[src/hw/rtl/box_blur_and_unsharp_mask_defines.svh]
`ifndef BOX_BLUR_AND_UNSHARP_MASK_DEFINES_SVH
`define BOX_BLUR_AND_UNSHARP_MASK_DEFINES_SVH

// same-cycle implication, reset masks the check
`define BBUM_ASSERT_NOW(lbl, ante, cons) \
    lbl: assert property (@(posedge i_clk) disable iff (!i_rst_n) (ante) |-> (cons)) \
        else $error("bbum check failed");

// next-cycle implication
`define BBUM_ASSERT_NEXT(lbl, ante, cons) \
    lbl: assert property (@(posedge i_clk) disable iff (!i_rst_n) (ante) |=> (cons)) \
        else $error("bbum check failed");

`endif

[src/hw/rtl/bbum_pkg.sv]
package bbum_pkg;

    localparam int MAX_RADIUS_DEF = 7;
    localparam int MAX_WIDTH_DEF  = 2048;
    localparam int MAX_HEIGHT_DEF = 4096;

    localparam int CFG_W   = 13;
    localparam int CFG_IDX_W = 2;
    localparam int LANES   = 3;
    localparam int QUOT_W  = 8;

    localparam logic [2:0]  RADIUS_RST = 3'd0;
    localparam logic [11:0] WIDTH_RST  = 12'd640;
    localparam logic [12:0] HEIGHT_RST = 13'd480;

    typedef enum logic [CFG_IDX_W-1:0] {
        REG_RADIUS  = 2'd0,
        REG_WIDTH   = 2'd1,
        REG_HEIGHT  = 2'd2,
        REG_SHARPEN = 2'd3
    } t_reg_idx;

    typedef struct packed {
        logic [7:0] red_in;
        logic [7:0] green_in;
        logic [7:0] blue_in;
    } t_pix_in;

    typedef struct packed {
        logic [7:0]  red_out;
        logic [7:0]  green_out;
        logic [7:0]  blue_out;
        logic [10:0] col;
        logic [11:0] row;
        logic        frame_end;
    } t_pix_out;

    typedef struct packed {
        logic busy;
        logic done;
    } t_div_status;

endpackage

[src/hw/rtl/bbum_div.sv]
// three-lane restoring divider, one quotient bit per cycle, msb first
module bbum_div import bbum_pkg::*; #(
    parameter int NUM_W = 16,
    parameter int DEN_W = 8
) (
    input  logic                   i_clk,
    input  logic                   i_rst_n,
    input  logic                   i_start,
    input  logic [NUM_W-1:0]       i_num [LANES],
    input  logic [DEN_W-1:0]       i_den,
    output logic [QUOT_W-1:0]      o_quot [LANES],
    output t_div_status            o_status
);

    localparam int SHW = NUM_W + QUOT_W;

    logic                       r_busy, n_busy;
    logic                       r_done, n_done;
    logic [$clog2(QUOT_W)-1:0]  r_step, n_step;
    logic [DEN_W-1:0]           r_den, n_den;
    logic [NUM_W-1:0]           r_rem  [LANES];
    logic [NUM_W-1:0]           n_rem  [LANES];
    logic [QUOT_W-1:0]          r_quot [LANES];
    logic [QUOT_W-1:0]          n_quot [LANES];
    logic [SHW-1:0]             w_dsh;

    assign w_dsh = SHW'(r_den) << r_step;

    always_comb begin
        n_busy = r_busy;
        n_done = 1'b0;
        n_step = r_step;
        n_den  = r_den;
        n_rem  = r_rem;
        n_quot = r_quot;
        if (i_start) begin
            n_busy = 1'b1;
            n_step = ($clog2(QUOT_W))'(QUOT_W - 1);
            n_den  = i_den;
            n_rem  = i_num;
            for (int c = 0; c < LANES; c++) begin
                n_quot[c] = '0;
            end
        end else if (r_busy) begin
            for (int c = 0; c < LANES; c++) begin
                if (SHW'(r_rem[c]) >= w_dsh) begin
                    n_rem[c]          = r_rem[c] - NUM_W'(w_dsh);
                    n_quot[c][r_step] = 1'b1;
                end
            end
            if (r_step == '0) begin
                n_busy = 1'b0;
                n_done = 1'b1;
            end else begin
                n_step = r_step - 1'b1;
            end
        end
    end

    always_ff @(posedge i_clk) begin
        if (!i_rst_n) begin
            r_busy <= 1'b0;
            r_done <= 1'b0;
        end else begin
            r_busy <= n_busy;
            r_done <= n_done;
        end
        r_step <= n_step;
        r_den  <= n_den;
        r_rem  <= n_rem;
        r_quot <= n_quot;
    end

    assign o_quot          = r_quot;
    assign o_status.busy   = r_busy;
    assign o_status.done   = r_done;

endmodule

[config.mk]
export PLATFORM = sky130hd
export DESIGN_NAME = bbum_div
export DESIGN_NICKNAME = d
export VERILOG_FILES = /design/src/hw/rtl/box_blur_and_unsharp_mask_defines.svh /design/src/hw/rtl/bbum_pkg.sv /design/src/hw/rtl/bbum_div.sv
export SDC_FILE = /design/constraint.sdc
export NUM_CORES = 1
export LEC_CHECK = 0
export CORE_UTILIZATION = 45
export DETAILED_ROUTE_END_ITERATION = 12
export DONT_BUFFER_PORTS = 1
export PLACE_DENSITY = 0.67
export SYNTH_ARGS = -nofsm -noshare
export SYNTH_HDL_FRONTEND = slang
export SYNTH_SLANG_ARGS = --single-unit
[constraint.sdc]
create_clock -name i_clk -period 7.64 [get_ports i_clk]
set_input_delay 0.382 -clock i_clk [delete_from_list [all_inputs] [get_ports i_clk]]
set_output_delay 0.382 -clock i_clk [all_outputs]
set_load 0.02 [all_outputs]
# Word-level counts from Yosys, hierarchy flattened
# Index checks and enable logic that the tools add are counted.
[classes] magnitude_cmp=5 shift=1 addsub=4 mux=11 bitwise=6 reduce_logical=14
[ops] cell="48-bit two-way mux" n=2
[ops] cell="16-bit by 24-bit greater-or-equal comparator with 1-bit output" n=3
[ops] cell="16-bit two-way mux" n=3
[ops] cell="16-bit subtractor" n=3
[ops] cell="8-bit OR" n=3
[ops] cell="8-bit by 3-bit << shifter with 24-bit output" n=1
[ops] cell="2-bit AND reduction" n=7
[ops] cell="2-bit nonzero test" n=4
[ops] cell="1-bit two-way mux" n=5
[ops] cell="3-bit by 4-bit < comparator with 1-bit output (second input constant)" n=1
[ops] cell="1-bit demux with 3-bit select" n=1
[ops] cell="3-bit by 1-bit greater-or-equal comparator with 1-bit output (second input constant)" n=1
[ops] cell="3-bit logical NOT" n=1
[ops] cell="1-bit NOT" n=3
[ops] cell="3-bit OR reduction" n=1
[ops] cell="3-bit by 1-bit subtractor with 3-bit output (second input constant)" n=1
[ops] cell="1-bit logical AND" n=1
[totals] word_cells=51 reg_bits=85 in_bits=59

# Logic depth before layout (Yosys ltp)
[logic_depth] ltp_word=5 mapped_depth=13

# Worst setup path before layout
# OpenSTA, ideal clock, no wires.
[synth_timing] kind="reg2reg" from="register r_step[0]" to="register r_rem[16] (netlist name), enable pin" path_slack_ns=3.530 required_time_ns=7.226 stages_incl_launch_ff=14 arrival_ns=3.695 path_cell_list="dfxtp_1 -> clkbuf_1 -> clkinv_1 -> nand2_1 -> nor2_1 -> ha_1 -> fa_1 -> nor2b_1 -> o21ai_0 -> nand3b_1 -> a21oi_1 -> o211a_1 -> buf_2 -> o31ai_1"
[synth_via] elab_chain_cells=4
[synth_lines] item="start, declared" line_no="bbum_div.sv:19" source="logic [$clog2(QUOT_W)-1:0] r_step, n_step;"
[synth_lines] item="start signal, assigned" line_no="bbum_div.sv:68" source="r_step <= n_step;"
[synth_lines] item="8-bit by 3-bit << shifter with 24-bit output" line_no="bbum_div.sv:27" source="assign w_dsh = SHW'(r_den) << r_step;"
[synth_lines] item="16-bit by 24-bit greater-or-equal comparator with 1-bit output" line_no="bbum_div.sv:46" source="if (SHW'(r_rem[c]) >= w_dsh) begin"
[synth_lines] item="2-bit nonzero test (no line)"
[synth_lines] item="2-bit AND reduction (no line)"
[synth_lines] item="end signal, assigned" line_no="bbum_div.sv:70" source="r_rem <= n_rem;"
[synth_lines] item="end, declared" line_no="bbum_div.sv:21" source="logic [NUM_W-1:0] r_rem [LANES];"
# Every way passes these cells.
# A chain may end at the register's enable or synchronous reset.

# Final worst setup path
[layout_timing] from="register r_step[1]" to="register r_rem[38] (netlist name), enable pin"
# Same word-level chain as after synthesis.

==> metrics <==
GRT Overall Usage=23.4%; number of I/O pins=85; CTS Buf Count=9; number of flops mapped to enable cells by yosys=56; Avg Synthesized Cell Area=8.99 µm²; class of the most critical setup path=reg -> reg; net total in the final layout=759; number of port buffers=0; Placeable Area=12,800 µm²; routability congestion estimate=0.908; unrepaired setup endpoints after global routing=false; number of warnings printed during yosys synthesis=0; startpoint type of the worst setup path=flop; remaining routing DRC violations=0; worst skew pair latency=0.35 ns; area taken by flip-flops and latches=2260 µm²; width of the chip=118 µm; number of antenna violations at the first check in global routing=1; Syn Nets=780; Setup crit end kind=flop; Gate Count Post-Synth=671; wire length of the first global-routing pass=25,500 µm; sink count of the clock tree=85; unique cell type count in the Yosys netlist=65; die area=13,900 µm²; hold violation count in the final report=0; starting density of the core=47.0%; synthesized flop and latch total=85; fmax=251 MHz; clock transition time at the flip-flop clock pins of the worst setup and hold paths=0.07 ns; setup TNS=0 ns; post-CTS repair timing setup buffer count=0; Rel. slew slack=11.2%; static power due to leakage=2.51 nW; crit-path max cell delay=0.63 ns; TritonCTS clock tree=done; asr flop ratio synth=0%; global routing met1 resource utilization=32.1%; Hold/Removal Path Class=in -> reg; Slowest cell on crit path=sky130_fd_sc_hd__dfxtp_1; fraction of layout cells with a size suffix above 1=4.43%; final instance area=6400 µm²; via count of the first global-routing pass=4,943; die span in y=118 µm; GR Util met2=36.7%; remaining antenna violation count after routing=0; GRT met3 Usage=4.26%; mapped cell area=6030 µm²; max-cap viol count=0; Peak VDD IR=0.183 mV; count leader, synth=sky130_fd_sc_hd__nand2_1; pwr/cell area=355 nW/µm²; ordered cell list for the critical path=mux2_2, nor2_1, a21oi_1, mux2i_1, ha_1, nand2_1, nor4_1, a22oi_1, a21oi_1, o21ai_0, nand2_1; DR vias=5,066; layout overhead on the synthesized area=6.18%; number of buffers inserted for hold repair after clock tree synthesis=0; number of endpoints failing setup at the final stage=0; required time reported for the critical path endpoint=7.61 ns; Most used DFF post-synth=sky130_fd_sc_hd__edfxtp_1; multi-input logic area=3490 µm²; maximum number of pins on one net before global-route repair=116; first-pass iteration count of the detailed router=5; Finished Layout Cells=828; total cell area at the placement stage=6110 µm²; final wirelength=15,800 µm; fraction of the cycle the final worst path needs=52.1%; transition at the pin with the smallest max-transition slack=1.32 ns; Routed WL per cell=19.1 µm; leading post-synthesis cells by instance count=93 x sky130_fd_sc_hd__nand2_1, 57 x sky130_fd_sc_hd__o21ai_0, 56 x sky130_fd_sc_hd__edfxtp_1, 47 x sky130_fd_sc_hd__ha_1, 36 x sky130_fd_sc_hd__a21oi_1; number of filler cells placed in the layout=1,179; time the final worst path needs with I/O delays and setup=3.98 ns; deepest clock path buffer count=2; number of rows in the core area=41; Worst Reg2Reg Path Length in Cells=11; maximum clock skew at final layout=0.0113 ns; placed wire-length estimate after detailed placement=11,600 µm; Yosys top cell area share=27.9%; Top Usage Layer GRT=met2; global-route congestion overflow total=0; Vias/cell=6.12; H-tree depth=3; number of cells after detailed placement=811; largest area contributor in the netlist=sky130_fd_sc_hd__edfxtp_1; number of gates resized after CTS=0; drt first-iter violations=379; Critical Path AT=3.95 ns; clock root buffer=sky130_fd_sc_hd__clkbuf_16; register area share after synthesis=37.5%; top post-synthesis cells by area=sky130_fd_sc_hd__edfxtp_1 28%, sky130_fd_sc_hd__ha_1 9.8%, sky130_fd_sc_hd__dfxtp_1 9.6%, sky130_fd_sc_hd__nand2_1 5.8%, sky130_fd_sc_hd__o21ai_0 4.7%; Max FO, Critical Path=16; run status=completed; WHS Path Cells=0; pins over their slew limit=0
==> flip-flops by register name, summed over array words and instances (netlist names) <==
register / cells
r_step: 3
r_rem: 48
r_busy: 1
r_den: 8
r_done: 1
o_quot: 24
==> stage by stage <==
step / hold slack [ns] / total power [mW] / utilization (%) / setup WS [ns]
2_1_floorplan: 0.481 / 1.59 / - / 3.53
5_1_grt: 0.114 / 2.44 / 49.9 / 3.23
3_5_place_dp: 0.481 / 1.82 / 47.6 / 3.65
3_3_place_gp: 0.481 / 1.79 / 47.6 / 3.78
4_1_cts: 0.116 / 2.26 / 49.9 / 3.65
6_report: 0.123 / 2.28 / 49.9 / 3.66
==> cell usage in the layout, fill, tap and decap left out, types with 4 or more instances in the layout <==
master / synthesis / final
sky130_fd_sc_hd__a211o_1: 4 / 4
sky130_fd_sc_hd__nand2_1: 93 / 93
sky130_fd_sc_hd__nand4_1: 8 / 8
sky130_fd_sc_hd__xor2_1: 9 / 9
sky130_fd_sc_hd__nor3_1: 9 / 9
sky130_fd_sc_hd__o21a_1: 13 / 13
sky130_fd_sc_hd__nor2_1: 35 / 35
sky130_fd_sc_hd__o21bai_1: 7 / 7
sky130_fd_sc_hd__inv_1: 29 / 29
sky130_fd_sc_hd__o211ai_1: 5 / 5
sky130_fd_sc_hd__nor3b_1: 9 / 9
sky130_fd_sc_hd__a21oi_1: 36 / 36
sky130_fd_sc_hd__ha_1: 47 / 47
sky130_fd_sc_hd__a31oi_1: 5 / 5
sky130_fd_sc_hd__xnor2_1: 15 / 15
sky130_fd_sc_hd__o32ai_1: 8 / 8
sky130_fd_sc_hd__nand3_1: 18 / 18
sky130_fd_sc_hd__and3_1: 7 / 7
sky130_fd_sc_hd__nor4_1: 6 / 6
sky130_fd_sc_hd__dfxtp_1: 29 / 29
sky130_fd_sc_hd__a21o_1: 16 / 16
sky130_fd_sc_hd__mux2i_1: 12 / 12
sky130_fd_sc_hd__or3_1: 4 / 4
sky130_fd_sc_hd__o41ai_1: 8 / 8
sky130_fd_sc_hd__clkbuf_16: 0 / 9
sky130_fd_sc_hd__edfxtp_1: 56 / 56
sky130_fd_sc_hd__o21ai_1: 5 / 6
sky130_fd_sc_hd__a21boi_0: 5 / 5
sky130_fd_sc_hd__o31a_1: 4 / 4
sky130_fd_sc_hd__nor2b_1: 6 / 6
sky130_fd_sc_hd__o31ai_1: 13 / 12
sky130_fd_sc_hd__o21ai_0: 57 / 56
sky130_fd_sc_hd__o2bb2ai_1: 8 / 8
==> where the power goes <==
group	switching, mW	internal (mW)
clock	0.207	0.228
sequential	0.0614	0.631
combinational	0.697	0.452
==> metal layers <==
layer,vias to the layer above,routed length (µm)
li1,2486,-
met3,27,855
met2,162,7280
met1,2391,7360
met5,-,0
met4,0,350
==> critical path: cells and delay by family (launching register included) <==
family	cells	cell delay [ns]
AOI/OAI and AO/OA	4	0.54
adders and majority gates	1	0.35
DFF	1	0.63
muxes	2	0.93
and+or+nand+nor	4	1.14
==> final timing paths <==
kind,end,start,slack (ns)
setup / recovery,r_rem[38],r_step[1],3.66
hold / removal,r_den[3],i_den[3],0.12
setup reg to reg,r_rem[38],r_step[1],3.66
hold reg to reg,o_quot[15],o_quot[15],0.57
==> final cells by class <==
cell class                      instances  share of cell area [%]
Sequential cell                        85                    35.3
Clock buffer                            9                    3.52
Antenna cell                            1                  0.0391
Clock inverter                          7                    1.06
Multi-Input combinational cell        520                    54.5
Timing Repair Buffer                    3                   0.352
Tap cell                              172                    3.36
Inverter                               31                    1.82
==> cell families after synthesis <==
kind of cell               share of synthesized area (%)
and+or+nand+nor                                     16.7
buffers and inverters                               4.67
DFF                                                 37.5
AOI/OAI and AO/OA                                   24.4
muxes                                               2.55
adders and majority gates                           10.7
xor gates and xnor gates                            3.49
No activity file was read; power rests on OpenSTA's default activity.
