$ cat config.mk
export PLATFORM = sky130hd
export DESIGN_NAME = bbum_ram
export DESIGN_NICKNAME = d
export VERILOG_FILES = /design/src/hw/rtl/box_blur_and_unsharp_mask_defines.svh /design/src/hw/rtl/bbum_pkg.sv /design/src/hw/rtl/bbum_ram.sv
export SDC_FILE = /design/constraint.sdc
export NUM_CORES = 1
export LEC_CHECK = 0
export BUFFER_PORTS_ARGS = -buffer_cell sky130_fd_sc_hd__buf_4
export CAP_MARGIN = 20
export CORE_AREA = 3 3 126 128
export CTS_CLUSTER_DIAMETER = 30
export DETAILED_ROUTE_END_ITERATION = 8
export DIE_AREA = 0 0 129 131
export SYNTH_ARGS = -nofsm -noshare
export SYNTH_HDL_FRONTEND = slang
export SYNTH_SLANG_ARGS = --single-unit
$ cat constraint.sdc
create_clock -name i_clk -period 5.1 [get_ports i_clk]
set_input_delay 0.51 -clock i_clk [delete_from_list [all_inputs] [get_ports i_clk]]
set_output_delay 0.51 -clock i_clk [all_outputs]
set_load 0.02 [all_outputs]
$ cat src/hw/rtl/box_blur_and_unsharp_mask_defines.svh
`ifndef BOX_BLUR_AND_UNSHARP_MASK_DEFINES_SVH
`define BOX_BLUR_AND_UNSHARP_MASK_DEFINES_SVH

// same-cycle implication, reset masks the check
`define BBUM_ASSERT_NOW(lbl, ante, cons) \
    lbl: assert property (@(posedge i_clk) disable iff (!i_rst_n) (ante) |-> (cons)) \
        else $error("bbum check failed");

// next-cycle implication
`define BBUM_ASSERT_NEXT(lbl, ante, cons) \
    lbl: assert property (@(posedge i_clk) disable iff (!i_rst_n) (ante) |=> (cons)) \
        else $error("bbum check failed");

`endif

$ cat src/hw/rtl/bbum_pkg.sv
package bbum_pkg;

    localparam int MAX_RADIUS_DEF = 7;
    localparam int MAX_WIDTH_DEF  = 2048;
    localparam int MAX_HEIGHT_DEF = 4096;

    localparam int CFG_W   = 13;
    localparam int CFG_IDX_W = 2;
    localparam int LANES   = 3;
    localparam int QUOT_W  = 8;

    localparam logic [2:0]  RADIUS_RST = 3'd0;
    localparam logic [11:0] WIDTH_RST  = 12'd640;
    localparam logic [12:0] HEIGHT_RST = 13'd480;

    typedef enum logic [CFG_IDX_W-1:0] {
        REG_RADIUS  = 2'd0,
        REG_WIDTH   = 2'd1,
        REG_HEIGHT  = 2'd2,
        REG_SHARPEN = 2'd3
    } t_reg_idx;

    typedef struct packed {
        logic [7:0] red_in;
        logic [7:0] green_in;
        logic [7:0] blue_in;
    } t_pix_in;

    typedef struct packed {
        logic [7:0]  red_out;
        logic [7:0]  green_out;
        logic [7:0]  blue_out;
        logic [10:0] col;
        logic [11:0] row;
        logic        frame_end;
    } t_pix_out;

    typedef struct packed {
        logic busy;
        logic done;
    } t_div_status;

endpackage

$ cat src/hw/rtl/bbum_ram.sv
module bbum_ram import bbum_pkg::*; #(
    parameter int DEPTH = 16,
    parameter int WIDTH = 8
) (
    input  logic                     i_clk,
    input  logic                     i_we,
    input  logic [$clog2(DEPTH)-1:0] i_waddr,
    input  logic [WIDTH-1:0]         i_wdata,
    input  logic [$clog2(DEPTH)-1:0] i_raddr,
    output logic [WIDTH-1:0]         o_rdata
);

    logic [WIDTH-1:0] r_mem [DEPTH];
    logic [WIDTH-1:0] r_rdata;

    always_ff @(posedge i_clk) begin
        if (i_we) begin
            r_mem[i_waddr] <= i_wdata;
        end
        r_rdata <= r_mem[i_raddr];
    end

    assign o_rdata = r_rdata;

endmodule

* Yosys cells after proc, flatten, opt, wreduce, memory -nomap -nowiden *
Memory sizes are Yosys's and may differ from the RTL's. A register that Yosys moved wholly into a read port is not among the register bits.
Cells that the tools add are included.

storage, ports and cells
  register bits = 0
  bits in latches = 0
  memory bits (writable) = 128
  memory bits (read-only) = 0
  bits of input ports = 18
  output and inout bits = 8
  memories = 1

memory list
  name   words  width  read ports  clocked after Yosys merged registers in  write ports  RTL line        text
  r_mem  16     8      1           1                                        1            bbum_ram.sv:13  logic [WIDTH-1:0] r_mem [DEPTH];

cells by class
  add/subtract/negate cells = 0
  multipliers = 0
  divide/modulo/power cells = 0
  $lt $le $gt $ge = 0
  equal/unequal tests = 0
  shift operators = 0
  multiplexer cells = 2
  bitwise operators = 0
  reduce and logical (&&, ||, !) cells = 0

operators with widths
  kind               count
  1-bit two-way mux  2

* Longest topological paths before layout *
Gate-level depths: netlist of the first run.

  depth in word-level cells = 2
  gate-level depth with buffers = 5

* Worst setup path after synthesis of the first run *
Ideal clock, no wire load.

  kind = input port to flip-flop
  from = input port i_waddr[2]
  to = memory r_mem[0][0], enable pin
  setup time = 383 ps
  arrival = 1620 ps
  data required time = 4717 ps
  path slack = 3097 ps
  stages on the path = 2
  buffers on the path = 0
  cells stage by stage = or3b_2 > nor3_1

RTL lines
  what             RTL line        text
  start, declared  bbum_ram.sv:7   input logic [$clog2(DEPTH)-1:0] i_waddr,
  end, declared    bbum_ram.sv:13

Straight into the memory's write port.

* Worst setup path in the final report of the first run *
  from = input port i_waddr[2]
  to = memory r_mem[1][0], enable pin

Straight into the memory's write port.

==> flow_summary.toml, run 1 <==
[floorplanning]
die-area_mm2 = 0.01690
core_mm2 = 0.01498
initial_core_util_pct = 34.37
fp-row-count = 45
top_level_ports = 26
die_width_um = 129
dieHeight_um = 131

[timing]
max-slew-margin-rel_pct = 28.75
drv_slew = 0
fmax_mhz = 558.8
holdWs_ps = 408.3
finalHoldViolCount = 0
fin_crit_ps = 1790
fin_setup_tns_ps = 0
fin_crit_sh_pct = 35.09
worstMarginPinSlew_ps = 1065
finClkSkew_ps = 5.887
setup_viol = 0
rsz0062_at_grt = "false"

[global_routing]
grt_max_degree = 33
grt-ovfl-total = 0
grt_pass1_wl_um = 15550
grt_use_total_pct = 13.14
grt_pass1_vias = 2542
antenna_found_initial = 0

[power]
power_frac_seq_pct = 50.1
power_frac_comb_pct = 4.9
p_int_uw = 2012
switchingPower_uw = 500.4
p_leak_uw = 0.001998
ir_drop_mv = 0.2308
p_sw_share_pct = 19.91
power_uw = 2513
clockPowerShare_pct = 44.9
powerDensity_mw_per_mm2 = 414.6

[clock_tree]
postCtsHoldBufs = 0
htreeDepth = 4
post_cts_buffers = 0
cts_tree = "yes"
ctsLongestPathBuffers = 2
clkSlewWorstSetupHoldPaths_ps = 60
cts_buffers = 17
cts.sinks = 136
insertion_delay_ps = 410
cts_root_buf = "clkbuf_16"
cts_resized = 0

[critical_path]
critPathKind = "in2reg"
cp_max_fo = 8
cp-start-kind = "input port"
required_ps = 5130
arrival_ps = 1820
end_kind = "register"

[cells_and_area]
register_area_mm2 = 0.004004
layout.cells.most_common = "edfxtp_1"
fin_cells = 468
num-nets-final = 285
multi_input_area_mm2 = 0.001057
diodes = 0
nFillCells = 1322
final_cell_mix = "edfxtp_1, buf_4, mux4_2, clkbuf_16, a22oi_1"
syn_to_final_growth_pct = 17.74
drive_above_1_share_pct = 26.07

[logic_synthesis]
synth_seq_cells = 136
synth_area_mm2 = 0.005147
syn_inst = 229
synth_cell_type_count = 19
syn_nets = 247
yosysWarningCount = 0
synth.avg_cell_area_um2 = 22.48
seq_area_frac_synth_pct = 77.78

[routing]
drt_iter0_markers = 147
drt_wl_total_um = 10010
antenna_left = 0
via_count = 2327
vias_per_cell = 4.972
drc = 0
drt_first_pass_iters = 4
wire_per_inst_um = 21.38

[run]
maxCapViolCount = 0

[place]
numPortBuffers = 25
dp_cells = 435
hpwl_um = 5999
gp_congestion = 0.6825

[run_status]
status = "finished, final reports clean"

[worst_hold_path]
min_path_type = "in2reg"
## cells by family (layout without fill, tap and decap cells)
kind of cell | count (synthesis) | count (layout) | synth area share, %
buffers and inverters | 10 | 61 | 1.677
AOI/OAI and AO/OA | 16 | 16 | 2.334
and+or+nand+nor | 35 | 35 | 3.184
DFF | 136 | 136 | 77.78
muxes | 32 | 32 | 15.02
## cells in the mapped netlist
cell type / number / share of area (%)
nand2_1: 9 / 0.66
and2_1: 1 / 0.12
nand3b_1: 2 / 0.29
mux4_2: 18 / 7.9
nor3_1: 4 / 0.39
dfxtp_1: 8 / 3.1
clkdlybuf4s25_2: 3 / 0.58
edfxtp_1: 128 / 75
nor2_1: 13 / 0.95
buf_6: 3 / 0.66
mux4_1: 14 / 7.1
buf_2: 3 / 0.29
or3b_2: 1 / 0.17
buf_4: 1 / 0.15
and2b_1: 1 / 0.15
a22oi_1: 16 / 2.3
nor2b_1: 1 / 0.12
nand3_1: 1 / 0.097
nand2b_1: 2 / 0.24
## worst paths after layout
kind / endpoint / startpoint / slack (ps) / depth (start not counted)
setup reg to reg: o_rdata[3] / r_mem[1][3] / 3700 / 3
hold / removal: r_mem[5][7] / i_wdata[7] / 410 / 1
setup / recovery: r_mem[1][0] / i_waddr[2] / 3310 / 3
hold reg to reg: o_rdata[3] / r_mem[14][3] / 680 / 3
## metrics by stage
stage               utilization, %  worst slack (ps)  cell area (µm²)
floorplan                        -              3097             5147
global placement             36.77              2712             5507
detailed placement           36.77              2692             5507
CTS                          40.42              3137             6053
global route                 40.47              3231             6061
finish                       40.47              3310             6061
## flip-flops by register name, summed over array words and instances, names as in the netlist
name and count:
r_mem 128, o_rdata 8
## power groups by stage
stage | Sequential (µW) | Combinational [µW] | Clock [µW]
floorplan | 1290 | 63.4 | 0
global placement | 1280 | 125 | 0
detailed placement | 1280 | 127 | 0
CTS | 1260 | 127 | 1150
global route | 1260 | 137 | 1200
finish | 1260 | 124 | 1130
## layer usage
metal  up-vias  wire, µm  GRT usage, %
li1       1048         -             -
met1      1195      4525         17.74
met2        70      4760         20.34
met3        14       573         4.065
met4         0       146         4.632
met5         -         0             0
## worst max-delay path, cell delays in order
cell and delay (ps):
buf_4 120, or3b_2 510, nor2_1 680
## area by class of cell
class	count	share of cell area [%]
Clock buffer	21	7.267
Clock inverter	11	1.755
Multi-Input combinational cell	83	17.44
Sequential cell	136	66.06
Tap cell	188	3.881
Timing Repair Buffer	29	3.592
Note: power is estimated with default switching activity, not from simulation.
==> inputs of run 2 (changes only) <==
Settings changed: ABC_AREA from default to 1, CORE_AREA 3 3 126 128 to 3 3 133 135, DIE_AREA 0 0 129 131 to 0 0 136 138.
Clock period 5.1 ns to 1.4 ns, I/O delays scaled along.
==> run 2 against run 1 <==
Flip-flop and latch count unchanged. Routed wire length up 27%. Clock-buffer cell count shrank 1.
==> flow_summary.toml, run 2 <==
[routing]
antenna_left = 0
vias_per_cell = 4.635
wire_per_inst_um = 15.47
drt_wl_total_um = 12740
drt_iter0_markers = 359
via_count = 3815
drt_first_pass_iters = 7
drc = 0

[power]
power_uw = 9021
ir_drop_mv = 0.9330
p_leak_uw = 0.002920
powerDensity_mw_per_mm2 = 1330

[cells_and_area]
drive_above_1_share_pct = 11.77
layout.cells.most_common = "nand2_1"
register_area_mm2 = 0.004004
regMostFlops = "r_mem"
syn_to_final_growth_pct = 17.62
nFillCells = 1605
utilization_pct = 40.90
multi_input_area_mm2 = 0.001214
largest_reg_flops = 128
final_cell_mix = "nand2_1, edfxtp_1, inv_1, nand3_1, buf_4"
num-nets-final = 612
fin_cells = 823
diodes = 0
fin_area_mm2 = 0.006783

[critical_path]
critPathKind = "reg2out"
cp_top_family = "flip-flops"
cp_max_fo = 1
worstPathCellList = "buf_4"
arrival_ps = 870
required_ps = 1260
crit_path_max_incr_delay_ps = 320
end_kind = "primary output"
critPathBufInv = 1
cp-start-kind = "register"
slowest_stage = "dfxtp_1"

[place]
dpl-instance-area_mm2 = 0.006286
gp_congestion = 0.7886
hpwl_um = 7964
numPortBuffers = 25
dp_cells = 795

[timing]
setup_viol = 0
fin_crit_sh_pct = 72.27
rsz0062_at_grt = "false"
fin_crit_ps = 1012
fin_setup_tns_ps = 0
worstMarginPinSlew_ps = 410.7
finClkSkew_ps = 2.431
max-slew-margin-rel_pct = 72.62
finalHoldViolCount = 0
drv_slew = 0
fmax_mhz = 988.4

[logic_synthesis]
synth_area_mm2 = 0.005767
yosys-top-cells-area = "edfxtp_1, nand2_1, nand3_1"
synth.avg_cell_area_um2 = 10.47
yosysWarningCount = 0
yosysTopAreaCell = "edfxtp_1"
seq_area_frac_synth_pct = 69.43
synth_edf_count = 128
synthFlopType = "edfxtp_1"
syn_nets = 569
synthTopCellsByCount = "nand2_1, edfxtp_1, inv_1"
syn_inst = 551
synth_seq_cells = 136
synth_cell_type_count = 12
synthMostInstantiatedCell = "nand2_1"
async_flop_share_pct = 0
netlist.area_leader.share_pct = 66.65

[clock_tree]
clkSlewWorstSetupHoldPaths_ps = 50
htreeDepth = 4
insertion_delay_ps = 410
ctsLongestPathBuffers = 2
cts_resized = 0
cts_buffers = 17
cts_tree = "yes"
cts.sinks = 136
cts_root_buf = "clkbuf_16"
post_cts_buffers = 0
postCtsHoldBufs = 0

[global_routing]
grt-ovfl-total = 0
grt_max_degree = 65
grt_pass1_wl_um = 20540
grt_use_total_pct = 14.43
antenna_found_initial = 0
grt_pass1_vias = 3762

[floorplanning]
core_mm2 = 0.01658
initial_core_util_pct = 34.77
die_width_um = 136
top_level_ports = 26
die-area_mm2 = 0.01877
dieHeight_um = 138
fp-row-count = 47

[run_status]
status = "finished, final reports clean"

[worst_hold_path]
min_path_type = "in2reg"

[run]
maxCapViolCount = 0
==> run 2: cell types whose count changed after synthesis, moves of 3 or more <==
cell,delta
nor3_1,-4
nand3_1,+96
nor2_1,+4
buf_2,+10
clkdlybuf4s25_2,-3
a22oi_1,-16
nand2_1,+164
buf_4,+3
mux4_1,-14
mux4_2,-18
buf_6,+3
inv_1,+100
==> run 2: logic make-up after synthesis <==
| kind of cell | after synthesis | share of synthesized area [%] |
|---|---|---|
| buffers and inverters | 126 | 9.525 |
| flip-flops | 136 | 69.43 |
| AND/OR/NAND/NOR | 289 | 21.05 |
==> run 2: final timing paths <==
| path | startpoint | to | slack, ps | cells after the start |
|---|---|---|---|---|
| max | o_rdata[1] | o_rdata[1] | 390 | 1 |
| min reg2reg | r_mem[11][7] | o_rdata[7] | 660 | 6 |
| min | i_wdata[1] | r_mem[7][1] | 50 | 1 |
| max reg2reg | r_mem[3][6] | o_rdata[6] | 400 | 6 |
==> run 2: layer usage <==
layer | global-route usage [%] | part of all wire [%]
met2 | 22.66 | 48
met1 | 19.47 | 46
met4 | 5.729 | 1.4
met3 | 3.234 | 5.1
met5 | 0 | 0
==> run 2: report_power, final <==
part	switching [µW]	total, µW	internal [µW]	leakage (µW)
logic	408	613	205	0.00145
registers	26.2	4580	4560	0.00122
clock network	1470	3830	2360	0.000245
==> run 2: cell type report <==
cell class / count / share of cell area [%]
Multi-Input combinational cell: 289 / 17.89
Inverter: 102 / 5.645
Tap cell: 220 / 4.058
Clock buffer: 20 / 6.438
Clock inverter: 8 / 0.8854
Timing Repair Buffer: 48 / 6.051
Sequential cell: 136 / 59.03
==> run 2: metrics by stage <==
stage / hold slack, ps / worst slack, ps
after detailed placement: 492.2 / 148.0
after global placement: 479.4 / 146.7
final: 45.96 / 388.3
after global routing: 69.87 / 331.0
after floorplan: 238.9 / 309.2
after CTS: 57.71 / 360.8
==> inputs of run 3 (changes only) <==
Clock period 1.4 ns to 0.91 ns, I/O delays scaled along.
==> run 3 against run 2 <==
The flow now finishes with violations (setup timing). Clock-buffer cell count decreased by 1. Via count increased by 2.8%. First-iteration DRC count decreased by 8.9%. Highest routed layer unchanged.
==> flow_summary.toml, run 3 (same netlist as run 2, synthesis figures left out) <==
[timing]
max-slew-margin-rel_pct = 71.77
rsz0062_at_grt = "true"
finClkSkew_ps = 4.841
setup_ws_ps = -47.05
fin_crit_sh_pct = 105.2
drv_slew = 0
worstMarginPinSlew_ps = 423.1
finalHoldViolCount = 0
fmax_mhz = 1045
setup_viol = 13
fin_crit_ps = 957.1

[routing]
antenna_left = 0
drt_iter0_markers = 327
drt_wl_total_um = 13070
via_count = 3921
vias_per_cell = 4.640
drc = 0
drt_first_pass_iters = 5
wire_per_inst_um = 15.46

[cells_and_area]
layout.cells.most_common = "nand2_1"
num-nets-final = 630
syn_to_final_growth_pct = 28.10
utilization_pct = 44.55
largest_reg_flops = 128
nFillCells = 1522
regMostFlops = "r_mem"
final_cell_mix = "nand2_1, edfxtp_1, inv_1, nand3_1, buf_4"
drive_above_1_share_pct = 24.16
diodes = 0

[global_routing]
grt-busiest-layer = "met2"
grt_pass1_vias = 4007
grt_use_total_pct = 14.93
grt-ovfl-total = 0
antenna_found_initial = 0
grt_pass1_wl_um = 21360
grt_max_degree = 47
met3_usage_pct = 3.961
grt_use_met1_pct = 20.09
grt_use_met2_pct = 23.31

[critical_path]
arrival_ps = 870
rr_startpoint = "r_mem[5][4]"
end_kind = "primary output"
slowest_stage = "dfxtp_2"
rr_worst_depth = 6
crit_path_max_incr_delay_ps = 320
critPathBufInv = 1
cp_top_family = "flip-flops"
required_ps = 820
worstPathCellList = "buf_6"
cp_max_fo = 1
r2r_end = "o_rdata[4]"
critPathKind = "reg2out"
cp.depth = 1
r2r_setup_slack_ps = -40
cp-start-kind = "register"

[floorplanning]
die_width_um = 136
top_level_ports = 26
die-area_mm2 = 0.01877
core_mm2 = 0.01658
fp-row-count = 47
initial_core_util_pct = 34.77
dieHeight_um = 138

[place]
gp_congestion = 0.7872
numPortBuffers = 25
dp_worst_setup_slack_ps = -267.3
hpwl_um = 8596

[clock_tree]
cts_tree = "yes"
htreeDepth = 4
ctsLongestPathBuffers = 2
insertion_delay_ps = 420
cts_buffers = 17
cts_root_buf = "clkbuf_16"
clkSlewWorstSetupHoldPaths_ps = 60
cts.sinks = 136

[worst_hold_path]
hold_end = "r_mem[6][6]"
min_path_type = "in2reg"
holdPathStages = 1
min_from = "i_wdata[6]"

[power]
p_leak_uw = 0.003182
ir_drop_mv = 1.464
powerDensity_mw_per_mm2 = 2151

[run]
maxCapViolCount = 0

[run_status]
violations = "setup timing"
status = "finished with violations"
## run 3: layer usage
layer	share of wire [%]	up-vias
met5	0	-
met4	1.5	0
met3	4.9	20
met2	48	108
met1	46	1896
li1	-	1897
## run 3: timing repair
item,in CTS,in global routing
endpoints found under the hold margin,17,0
gates resized for setup,33,24
pin swaps,32,17
hold buffers,2,0
buffers inserted,0,0
gates cloned,0,0
endpoints found under the setup margin,16,16
## run 3: layout make-up
type	count	area, µm²	share of cell area [%]
sequential	136	4014	54.34
multi-input combinational	289	1429	19.34
timing repair buffer	66	618.1	8.367
clock buffer	19	442.9	5.996
inverter	102	382.9	5.183
tap	220	275.3	3.726
clock inverter	13	225.2	3.049
## run 3: power by group
| part | leakage, µW | switching, µW | internal [µW] |
|---|---|---|---|
| clock network | 0.000317 | 2520 | 5190 |
| logic | 0.00164 | 704 | 422 |
| registers | 0.00122 | 45.8 | 7010 |
| total | 0.00318 | 3270 | 12600 |
## run 3: metrics by stage
step | cells | total power (µW) | hold WS (ps) | setup TNS, ps | cell area (µm²)
2_1_floorplan | 551 | 7717 | 189.9 | -10520 | 5782
3_3_place_gp | 811 | 8167 | 421.1 | -23910 | 6459
3_5_place_dp | 811 | 8189 | 438.6 | -25060 | 6459
4_1_cts | 845 | 15960 | 16.87 | -535.4 | 7267
5_1_grt | 845 | 16410 | 19.75 | -1146 | 7387
6_report | 845 | 15890 | 7.276 | -416.6 | 7387
## run 3: how the worst max path moves through the flow
stage	slack [ps]	startpoint	to
global placement	-260	i_waddr[2]	r_mem[10][5]
detailed placement	-270	i_waddr[2]	r_mem[11][5]
floorplan	-130	i_waddr[2]	r_mem[10][0]
finish	-50	o_rdata[4]	o_rdata[4]
CTS	-70	o_rdata[4]	o_rdata[4]
global route	-100	r_mem[10][2]	o_rdata[2]
